--- config.mk ---
export PLATFORM = sky130hd
export DESIGN_NAME = circ_numer
export DESIGN_NICKNAME = d
export VERILOG_FILES = /design/src/sv/circ_pkg.sv /design/src/sv/circ_numer.sv
export SDC_FILE = /design/constraint.sdc
export NUM_CORES = 2
export LEC_CHECK = 0
export BUFFER_PORTS_ARGS = -buffer_cell sky130_fd_sc_hd__buf_2
export CAP_MARGIN = 20
export CORE_AREA = 2 2 554 556
export CTS_BUF_LIST = sky130_fd_sc_hd__clkbuf_16
export DETAILED_ROUTE_END_ITERATION = 7
export DIE_AREA = 0 0 556 558
export PLACE_DENSITY_LB_ADDON = 0.3
export SLEW_MARGIN = 20
export SYNTH_ARGS = -nofsm -noshare
export SYNTH_HDL_FRONTEND = slang
export SYNTH_SLANG_ARGS = --single-unit
--- constraint.sdc ---
create_clock -name clk -period 8.4 [get_ports clk]
set_input_delay 0.42 -clock clk [delete_from_list [all_inputs] [get_ports clk]]
set_output_delay 0.42 -clock clk [all_outputs]
set_load 0.05 [all_outputs]
--- src/sv/circ_pkg.sv ---
package circ_pkg;

  localparam int COORD_WIDTH   = 16;
  localparam int OUT_FRAC_BITS = 8;
  localparam int IN_W          = 16;
  localparam int OUT_W         = 32;

  localparam int DIFF_W = COORD_WIDTH + 1;
  localparam int PR_W   = 2 * DIFF_W;
  localparam int DOT_W  = PR_W + 2;
  localparam int CR_W   = PR_W + 1;
  localparam int W_W    = 2 * DOT_W;
  localparam int SQ_W   = 2 * CR_W;
  localparam int D_W    = SQ_W + 3;
  localparam int WSPLIT = W_W / 2;
  localparam int WLO_W  = WSPLIT + 1;
  localparam int PL_W   = COORD_WIDTH + WLO_W;
  localparam int PH_W   = COORD_WIDTH + W_W - WSPLIT;
  localparam int NUM_W  = COORD_WIDTH + W_W + 2 + OUT_FRAC_BITS;
  localparam int QB     = OUT_W;
  localparam int CMP_W  = (NUM_W > D_W + QB) ? NUM_W : D_W + QB;

  localparam int PREP_STAGES  = 4;
  localparam int NUMER_STAGES = 2;
  localparam int LATENCY      = PREP_STAGES + NUMER_STAGES + QB + 1;

  typedef struct packed {
    logic signed [IN_W-1:0] a_x;
    logic signed [IN_W-1:0] a_y;
    logic signed [IN_W-1:0] a_z;
    logic signed [IN_W-1:0] b_x;
    logic signed [IN_W-1:0] b_y;
    logic signed [IN_W-1:0] b_z;
    logic signed [IN_W-1:0] c_x;
    logic signed [IN_W-1:0] c_y;
    logic signed [IN_W-1:0] c_z;
  } in_beat_t;

  typedef struct packed {
    logic signed [OUT_W-1:0] center_x;
    logic signed [OUT_W-1:0] center_y;
    logic signed [OUT_W-1:0] center_z;
    logic                    degenerate;
    logic                    saturated;
  } out_beat_t;

  typedef struct packed {
    logic vld;
    logic dz;
  } div_ctl_t;

  typedef struct packed {
    logic neg;
    logic ovf;
  } ax_flag_t;

  function automatic logic signed [COORD_WIDTH-1:0] coord_of(input logic [IN_W-1:0] v);
    logic [31:0] w;
    w = 32'(v);
    return signed'(w[COORD_WIDTH-1:0]);
  endfunction

endpackage

--- src/sv/circ_numer.sv ---
module circ_numer (
  input  logic                              clk,
  input  logic                              rst_n,
  input  logic                              in_vld,
  input  logic signed [circ_pkg::PL_W-1:0]  pl_i [3][3],
  input  logic signed [circ_pkg::PH_W-1:0]  ph_i [3][3],
  input  logic        [circ_pkg::D_W-1:0]   d_i,
  input  logic                              dz_i,
  output circ_pkg::div_ctl_t                ctl_o,
  output logic        [circ_pkg::CMP_W-1:0] rem_o [3],
  output circ_pkg::ax_flag_t                fl_o [3],
  output logic        [circ_pkg::D_W-1:0]   d_o
);

  localparam int NUM_W  = circ_pkg::NUM_W;
  localparam int CMP_W  = circ_pkg::CMP_W;
  localparam int D_W    = circ_pkg::D_W;
  localparam int WSPLIT = circ_pkg::WSPLIT;
  localparam int FRAC   = circ_pkg::OUT_FRAC_BITS;
  localparam int QB     = circ_pkg::QB;

  // stage 1: scaled numerator per axis
  logic signed [NUM_W-1:0] num_nxt [3];
  logic                    v1_r;
  logic                    dz1_r;
  logic signed [NUM_W-1:0] num_r [3];
  logic        [D_W-1:0]   d1_r;

  always_comb begin
    for (int ax = 0; ax < 3; ax++) begin
      num_nxt[ax] = '0;
      for (int v = 0; v < 3; v++) begin
        num_nxt[ax] = num_nxt[ax] + (NUM_W'(ph_i[v][ax]) <<< WSPLIT) + NUM_W'(pl_i[v][ax]);
      end
      num_nxt[ax] = num_nxt[ax] <<< FRAC;
    end
  end

  always_ff @(posedge clk) begin
    if (!rst_n) begin
      v1_r <= 1'b0;
    end else begin
      v1_r <= in_vld;
    end
  end

  always_ff @(posedge clk) begin
    num_r <= num_nxt;
    d1_r  <= d_i;
    dz1_r <= dz_i;
  end

  // stage 2: magnitude, sign and quotient overflow check
  logic [CMP_W-1:0]   mag [3];
  circ_pkg::ax_flag_t fl_nxt [3];
  logic [CMP_W-1:0]   dtop;
  circ_pkg::div_ctl_t ctl_r;
  logic [CMP_W-1:0]   rem_r [3];
  circ_pkg::ax_flag_t fl_r [3];
  logic [D_W-1:0]     d2_r;

  always_comb begin
    dtop = CMP_W'(d1_r) << QB;
    for (int ax = 0; ax < 3; ax++) begin
      fl_nxt[ax].neg = num_r[ax][NUM_W-1];
      mag[ax] = fl_nxt[ax].neg ? CMP_W'(unsigned'(-num_r[ax])) : CMP_W'(unsigned'(num_r[ax]));
      fl_nxt[ax].ovf = (mag[ax] >= dtop);
    end
  end

  always_ff @(posedge clk) begin
    if (!rst_n) begin
      ctl_r.vld <= 1'b0;
    end else begin
      ctl_r.vld <= v1_r;
    end
    ctl_r.dz <= dz1_r;
  end

  always_ff @(posedge clk) begin
    rem_r    <= mag;
    fl_r     <= fl_nxt;
    d2_r     <= d1_r;
  end

  assign ctl_o = ctl_r;
  assign rem_o = rem_r;
  assign fl_o  = fl_r;
  assign d_o   = d2_r;

endmodule

## Word level (Yosys, flattened, before mapping)

Cells that the tools add are included.

- Register bits: 741
- Bits of input ports: 1022
- Output and inout port bits: 396
- Word-level logic and storage cells: 42

- Add/subtract/negate cells: 18
- Magnitude comparators: 3
- Muxes and demuxes: 3

Operator list:

| cell | number |
|---|---|
| 90-bit by 53-bit adder with 90-bit output | 6 |
| 98-bit by 105-bit >= comparator with 1-bit output | 3 |
| 98-bit 2-to-1 mux | 3 |
| 98-bit negator | 3 |
| 89-bit by 88-bit adder with 90-bit output | 3 |
| 90-bit by 88-bit adder with 90-bit output | 3 |
| 88-bit by 53-bit adder with 89-bit output | 3 |

## Depth between registers and ports, before layout

- Word-level depth: 5
- Depth in mapped cells: 25
- Mapped depth without buffers: 25

## Worst setup path before layout

Ideal clock, no wire load.

- Kind: register to register
- From: reg num_r[231] (netlist name)
- To: reg fl_r, in the netlist fl_o[4]
- Setup time: 0.062 ns
- Arrival time: 5.928 ns
- Required time: 8.338 ns
- Path slack: 2.410 ns
- Stages on the path, launching flop included: 23
- Buffers on the path: 2
- Clock period less this slack: 5.990 ns
- Cells stage by stage: dfxtp_1 or3_4 or3_4 or4_4 or4_4 or2_1 buf_6 or2_1 or4_1 buf_2 or4b_4 o31ai_2 xnor2_1 ha_1 nand4_1 nor4_1 nand4_1 or4_1 nor4_1 nand4_1 nor2_1 nand4_1 nand3_1

RTL lines:

| item | RTL line | text |
|---|---|---|
| start, declared | circ_numer.sv:26 | `logic signed [NUM_W-1:0] num_r [3];` |
| start signal, assigned | circ_numer.sv:48 | `num_r <= num_nxt;` |
| end signal, assigned | circ_numer.sv:82 | `fl_r <= fl_nxt;` |
| end, declared | circ_numer.sv:59 | `circ_pkg::ax_flag_t fl_r [3];` |

==> results.cfg <==
[outcome]
status = completed

[logic_synthesis]
ys_dominant_reg_cell = sky130_fd_sc_hd__dfxtp_1
syn_area_sq_um = 58500
yosys-top-cells-area = sky130_fd_sc_hd__dfxtp_1 (24%), sky130_fd_sc_hd__fa_1 (18%), sky130_fd_sc_hd__ha_1 (15%), sky130_fd_sc_hd__xnor2_1 (7.6%), sky130_fd_sc_hd__inv_1 (6.4%)
ys_ff_latch = 696
ys_types = 78
seq_area_frac_synth_pct = 23.8
synth_edf_count = 0
post-synth-top-area-fraction_pct = 23.8
syn-instance-count = 6415
share_of_flip_flops_with_an_asynchronous_set_or_reset_pct = 0
syn_area_per_cell_sq_um = 9.11
synth_top_cell_by_area = sky130_fd_sc_hd__dfxtp_1
synth-warning-count = 0

[drt]
drt_pre_antenna_iters = 7
wl_mm = 300
post_drt_wl_per_cell_um = 25.2
final_antenna_net_count = 0
drt_first_iter_violations = 3508
viasPerCell = 4.36
remaining_drcs = 0
vias = 51800

[clock_tree]
post_cts_hold_buffer_count = 81
cts.repair_timing.setup_buffer_count = 0
clkTransAtPathRegs_ns = 0.06
sinks_on_clock_net = 696
cts_tree = built
numCtsBuffers = 100
max-clock-path-buffers = 4
cts_resized = 0
clock_tree.root_cell = sky130_fd_sc_hd__clkbuf_16
clkLatencyLatePin_ns = 0.84
cts-htree-levels = 3

[sta]
rsz0062_at_grt = no
slew_violations = 0
final.setup_skew_ns = 0.0721
finalSetupViolCount = 0
max_freq_mhz = 132
post_layout_minimum_cycle_time_ns = 7.60
max_slew_margin_pct = 17.0
tightestPinTransition_ns = 1.21
setup_ws_ns = 0.800
setup_total_negative_slack_ns = 0
timing_hold_violations_final = 0
layout_worst_path_cycle_share_pct = 90.5

[floorplan]
dieHeight_um = 558
die-area_sq_um = 310000
core_sq_um = 305000
initial_core_util_pct = 19.2
num_rows = 203
x_dimension_of_the_die_um = 556
boundaryPins = 1418

[power]
power.ir.vdd_worst_mv = 0.233
p_switching_w = 0.0186
pwr_density_cell_nw_per_um2 = 456
power_report.internal_total_w = 0.0151
p_comb_share_pct = 68.9
p_seq_share_pct = 18.4
sw_frac_of_total_pct = 55.2
power.static_leakage_nw = 35.5
share_clk_of_total_power_pct = 12.8

[grt]
groute.usage.overall_pct = 18.7
initial_antenna_violation_count = 80
grt_pass1_wl_mm = 410
grt_max_degree = 64
grt_pass1_vias = 53300
global_route.overflow_total = 0

[flow_run]
max_cap_viol_count = 0

[placed_design]
place_worst_setup_slack_ns = 0.802
routability_congestion = 0.937
placedCellCount = 11600
io_buffers = 1372
post-dp-hpwl_mm = 268

[worst_setup_path]
setup.worst_path.start = num_r[214]
cp-end-kind = register
cp_data_arrival_time_ns = 8.32
worst_setup_path_start_kind = register
worstPathRequired_ns = 9.12
path_class = register to register
critical_path_peak_fanout = 9
r2r_start = num_r[214]

[cells_and_area]
final_nets = 10000
layout.cells.non_filler = 11900
nFillCells = 33200
synthesis_to_finish_area_growth_pct = 26.3
fraction_of_final_layout_cells_with_drive_strength_greater_than_1_pct = 20.6

[worst_hold_path]
hold_path_startpoint = pl_i[159]
min_path_type = input pin to register
## final cells by class
class	instances	area [sq um]	share of cell area, %
Antenna cell	28	70.1	0.0949
Clock buffer	102	2550	3.46
Clock inverter	78	681	0.922
Inverter	1004	3770	5.10
Multi-Input combinational cell	4506	39900	54.1
Sequential cell	696	13900	18.9
Tap cell	3997	5000	6.77
Timing Repair Buffer	1482	7900	10.7
## final timing paths
check,endpoint,slack [ns],cells after the start
max,fl_o[4],0.80,20
min,num_r[8],0.09,4
max reg2reg,fl_o[4],0.80,20
min reg2reg,ctl_o[0],0.34,0
## sequential cells by signal, indices dropped and copies added (netlist names)
| name | count |
|---|---|
| ctl_o | 2 |
| dz1_r | 1 |
| rem_o | 270 |
| v1_r | 1 |
| num_r | 267 |
| d1_r | 73 |
| d_o | 73 |
| fl_o | 6 |
| fl_nxt | 3 |
## routing by layer
metal	wire length, um	vias up	part of all wire (%)	track usage, %
li1	-	24300	-	-
met4	7080	24	2.4	4.21
met1	128000	25100	43	24.0
met5	161	-	0.054	0
met3	28900	339	9.7	6.54
met2	136000	2008	45	30.1
## Yosys cell counts, drive strengths merged (114+ instances only)
cell type	count
clkbuf	200
o21ai	304
inv	1004
nand2	319
fa	530
a21oi	491
o31ai	114
dfxtp	696
nor2	221
ha	678
nand4	173
a21o	230
xnor2	506
## logic make-up (layout without fill, tap and decap cells)
kind of cell	after synthesis	count (layout)	share of synthesized area (%)
muxes	1	1	0.0171
AOI/OAI and AO/OA	1457	1457	15.6
and+or+nand+nor	1180	1180	10.3
adders and majority gates	1208	1208	32.7
DFF	696	696	23.8
other	1	73	0.00641
xor gates and xnor gates	615	615	9.21
buffers and inverters	1257	2666	8.38
## power by group through the flow
stage | Combinational (W) | Sequential, W | Clock, W
2_1_floorplan | 0.0128 | 0.00818 | 0
3_3_place_gp | 0.0233 | 0.00622 | 0
3_5_place_dp | 0.0232 | 0.00623 | 0
4_1_cts | 0.0234 | 0.00620 | 0.00449
5_1_grt | 0.0255 | 0.00635 | 0.00458
6_report | 0.0232 | 0.00618 | 0.00429
## cells in the final DEF (no fill, tap or decap), types with 28 or more instances in the layout
cell type / instances
sky130_fd_sc_hd__or3_1: 78
sky130_fd_sc_hd__a21o_1: 230
sky130_fd_sc_hd__inv_1: 1018
sky130_fd_sc_hd__buf_2: 1372
sky130_fd_sc_hd__ha_1: 677
sky130_fd_sc_hd__xor2_1: 106
sky130_fd_sc_hd__a211oi_1: 29
sky130_fd_sc_hd__o21ai_0: 302
sky130_fd_sc_hd__nand4_1: 173
sky130_fd_sc_hd__nor4_1: 36
sky130_fd_sc_hd__nor2_1: 221
sky130_fd_sc_hd__o41ai_1: 32
sky130_fd_sc_hd__or4_1: 46
sky130_fd_sc_hd__nand3_1: 60
sky130_fd_sc_hd__nand2_1: 319
sky130_fd_sc_hd__a21oi_1: 491
sky130_fd_sc_hd__clkbuf_16: 102
sky130_fd_sc_hd__xnor2_1: 506
sky130_fd_sc_hd__dfxtp_1: 693
sky130_fd_sc_hd__nor3_1: 68
sky130_fd_sc_hd__diode_2: 28
sky130_fd_sc_hd__o21bai_1: 69
sky130_fd_sc_hd__o31ai_1: 111
sky130_fd_sc_hd__nand2b_1: 52
sky130_fd_sc_hd__nor2b_1: 35
sky130_fd_sc_hd__a31oi_1: 28
sky130_fd_sc_hd__conb_1: 45
sky130_fd_sc_hd__dlygate4sd3_1: 81
sky130_fd_sc_hd__buf_4: 29
sky130_fd_sc_hd__fa_1: 530
sky130_fd_sc_hd__o21a_1: 39
## worst max-delay path, cell delays in order (launching register included)
cell and delay, ns:
sky130_fd_sc_hd__dfxtp_1 0.38, sky130_fd_sc_hd__or4_1 0.59, sky130_fd_sc_hd__or3_1 0.39, sky130_fd_sc_hd__nor3_1 0.41, sky130_fd_sc_hd__nand4_1 0.44, sky130_fd_sc_hd__or2_1 0.47, sky130_fd_sc_hd__or2_1 0.33, sky130_fd_sc_hd__or4_1 0.62
sky130_fd_sc_hd__or4b_4 0.62, sky130_fd_sc_hd__o31ai_2 0.27, sky130_fd_sc_hd__xnor2_1 0.14, sky130_fd_sc_hd__ha_1 0.32, sky130_fd_sc_hd__nand4_1 0.18, sky130_fd_sc_hd__nor4_1 0.39, sky130_fd_sc_hd__nand4_1 0.17, sky130_fd_sc_hd__or4_1 0.76
sky130_fd_sc_hd__nor4_1 0.32, sky130_fd_sc_hd__nand4_1 0.14, sky130_fd_sc_hd__nor2_1 0.11, sky130_fd_sc_hd__nand4_1 0.29, sky130_fd_sc_hd__nand3_1 0.18
## stage by stage
step | utilization [%] | hold WS [ns] | total power (W) | cell area [sq um]
floorplan | - | 0.310 | 0.0210 | 58600
global placement | 22.9 | 0.324 | 0.0295 | 69700
detailed placement | 22.9 | 0.330 | 0.0295 | 69700
CTS | 24.2 | 0.0171 | 0.0341 | 73800
global route | 24.2 | 0.0603 | 0.0364 | 73800
finish | 24.2 | 0.0917 | 0.0337 | 73800
(Power assumes the default switching activity.)
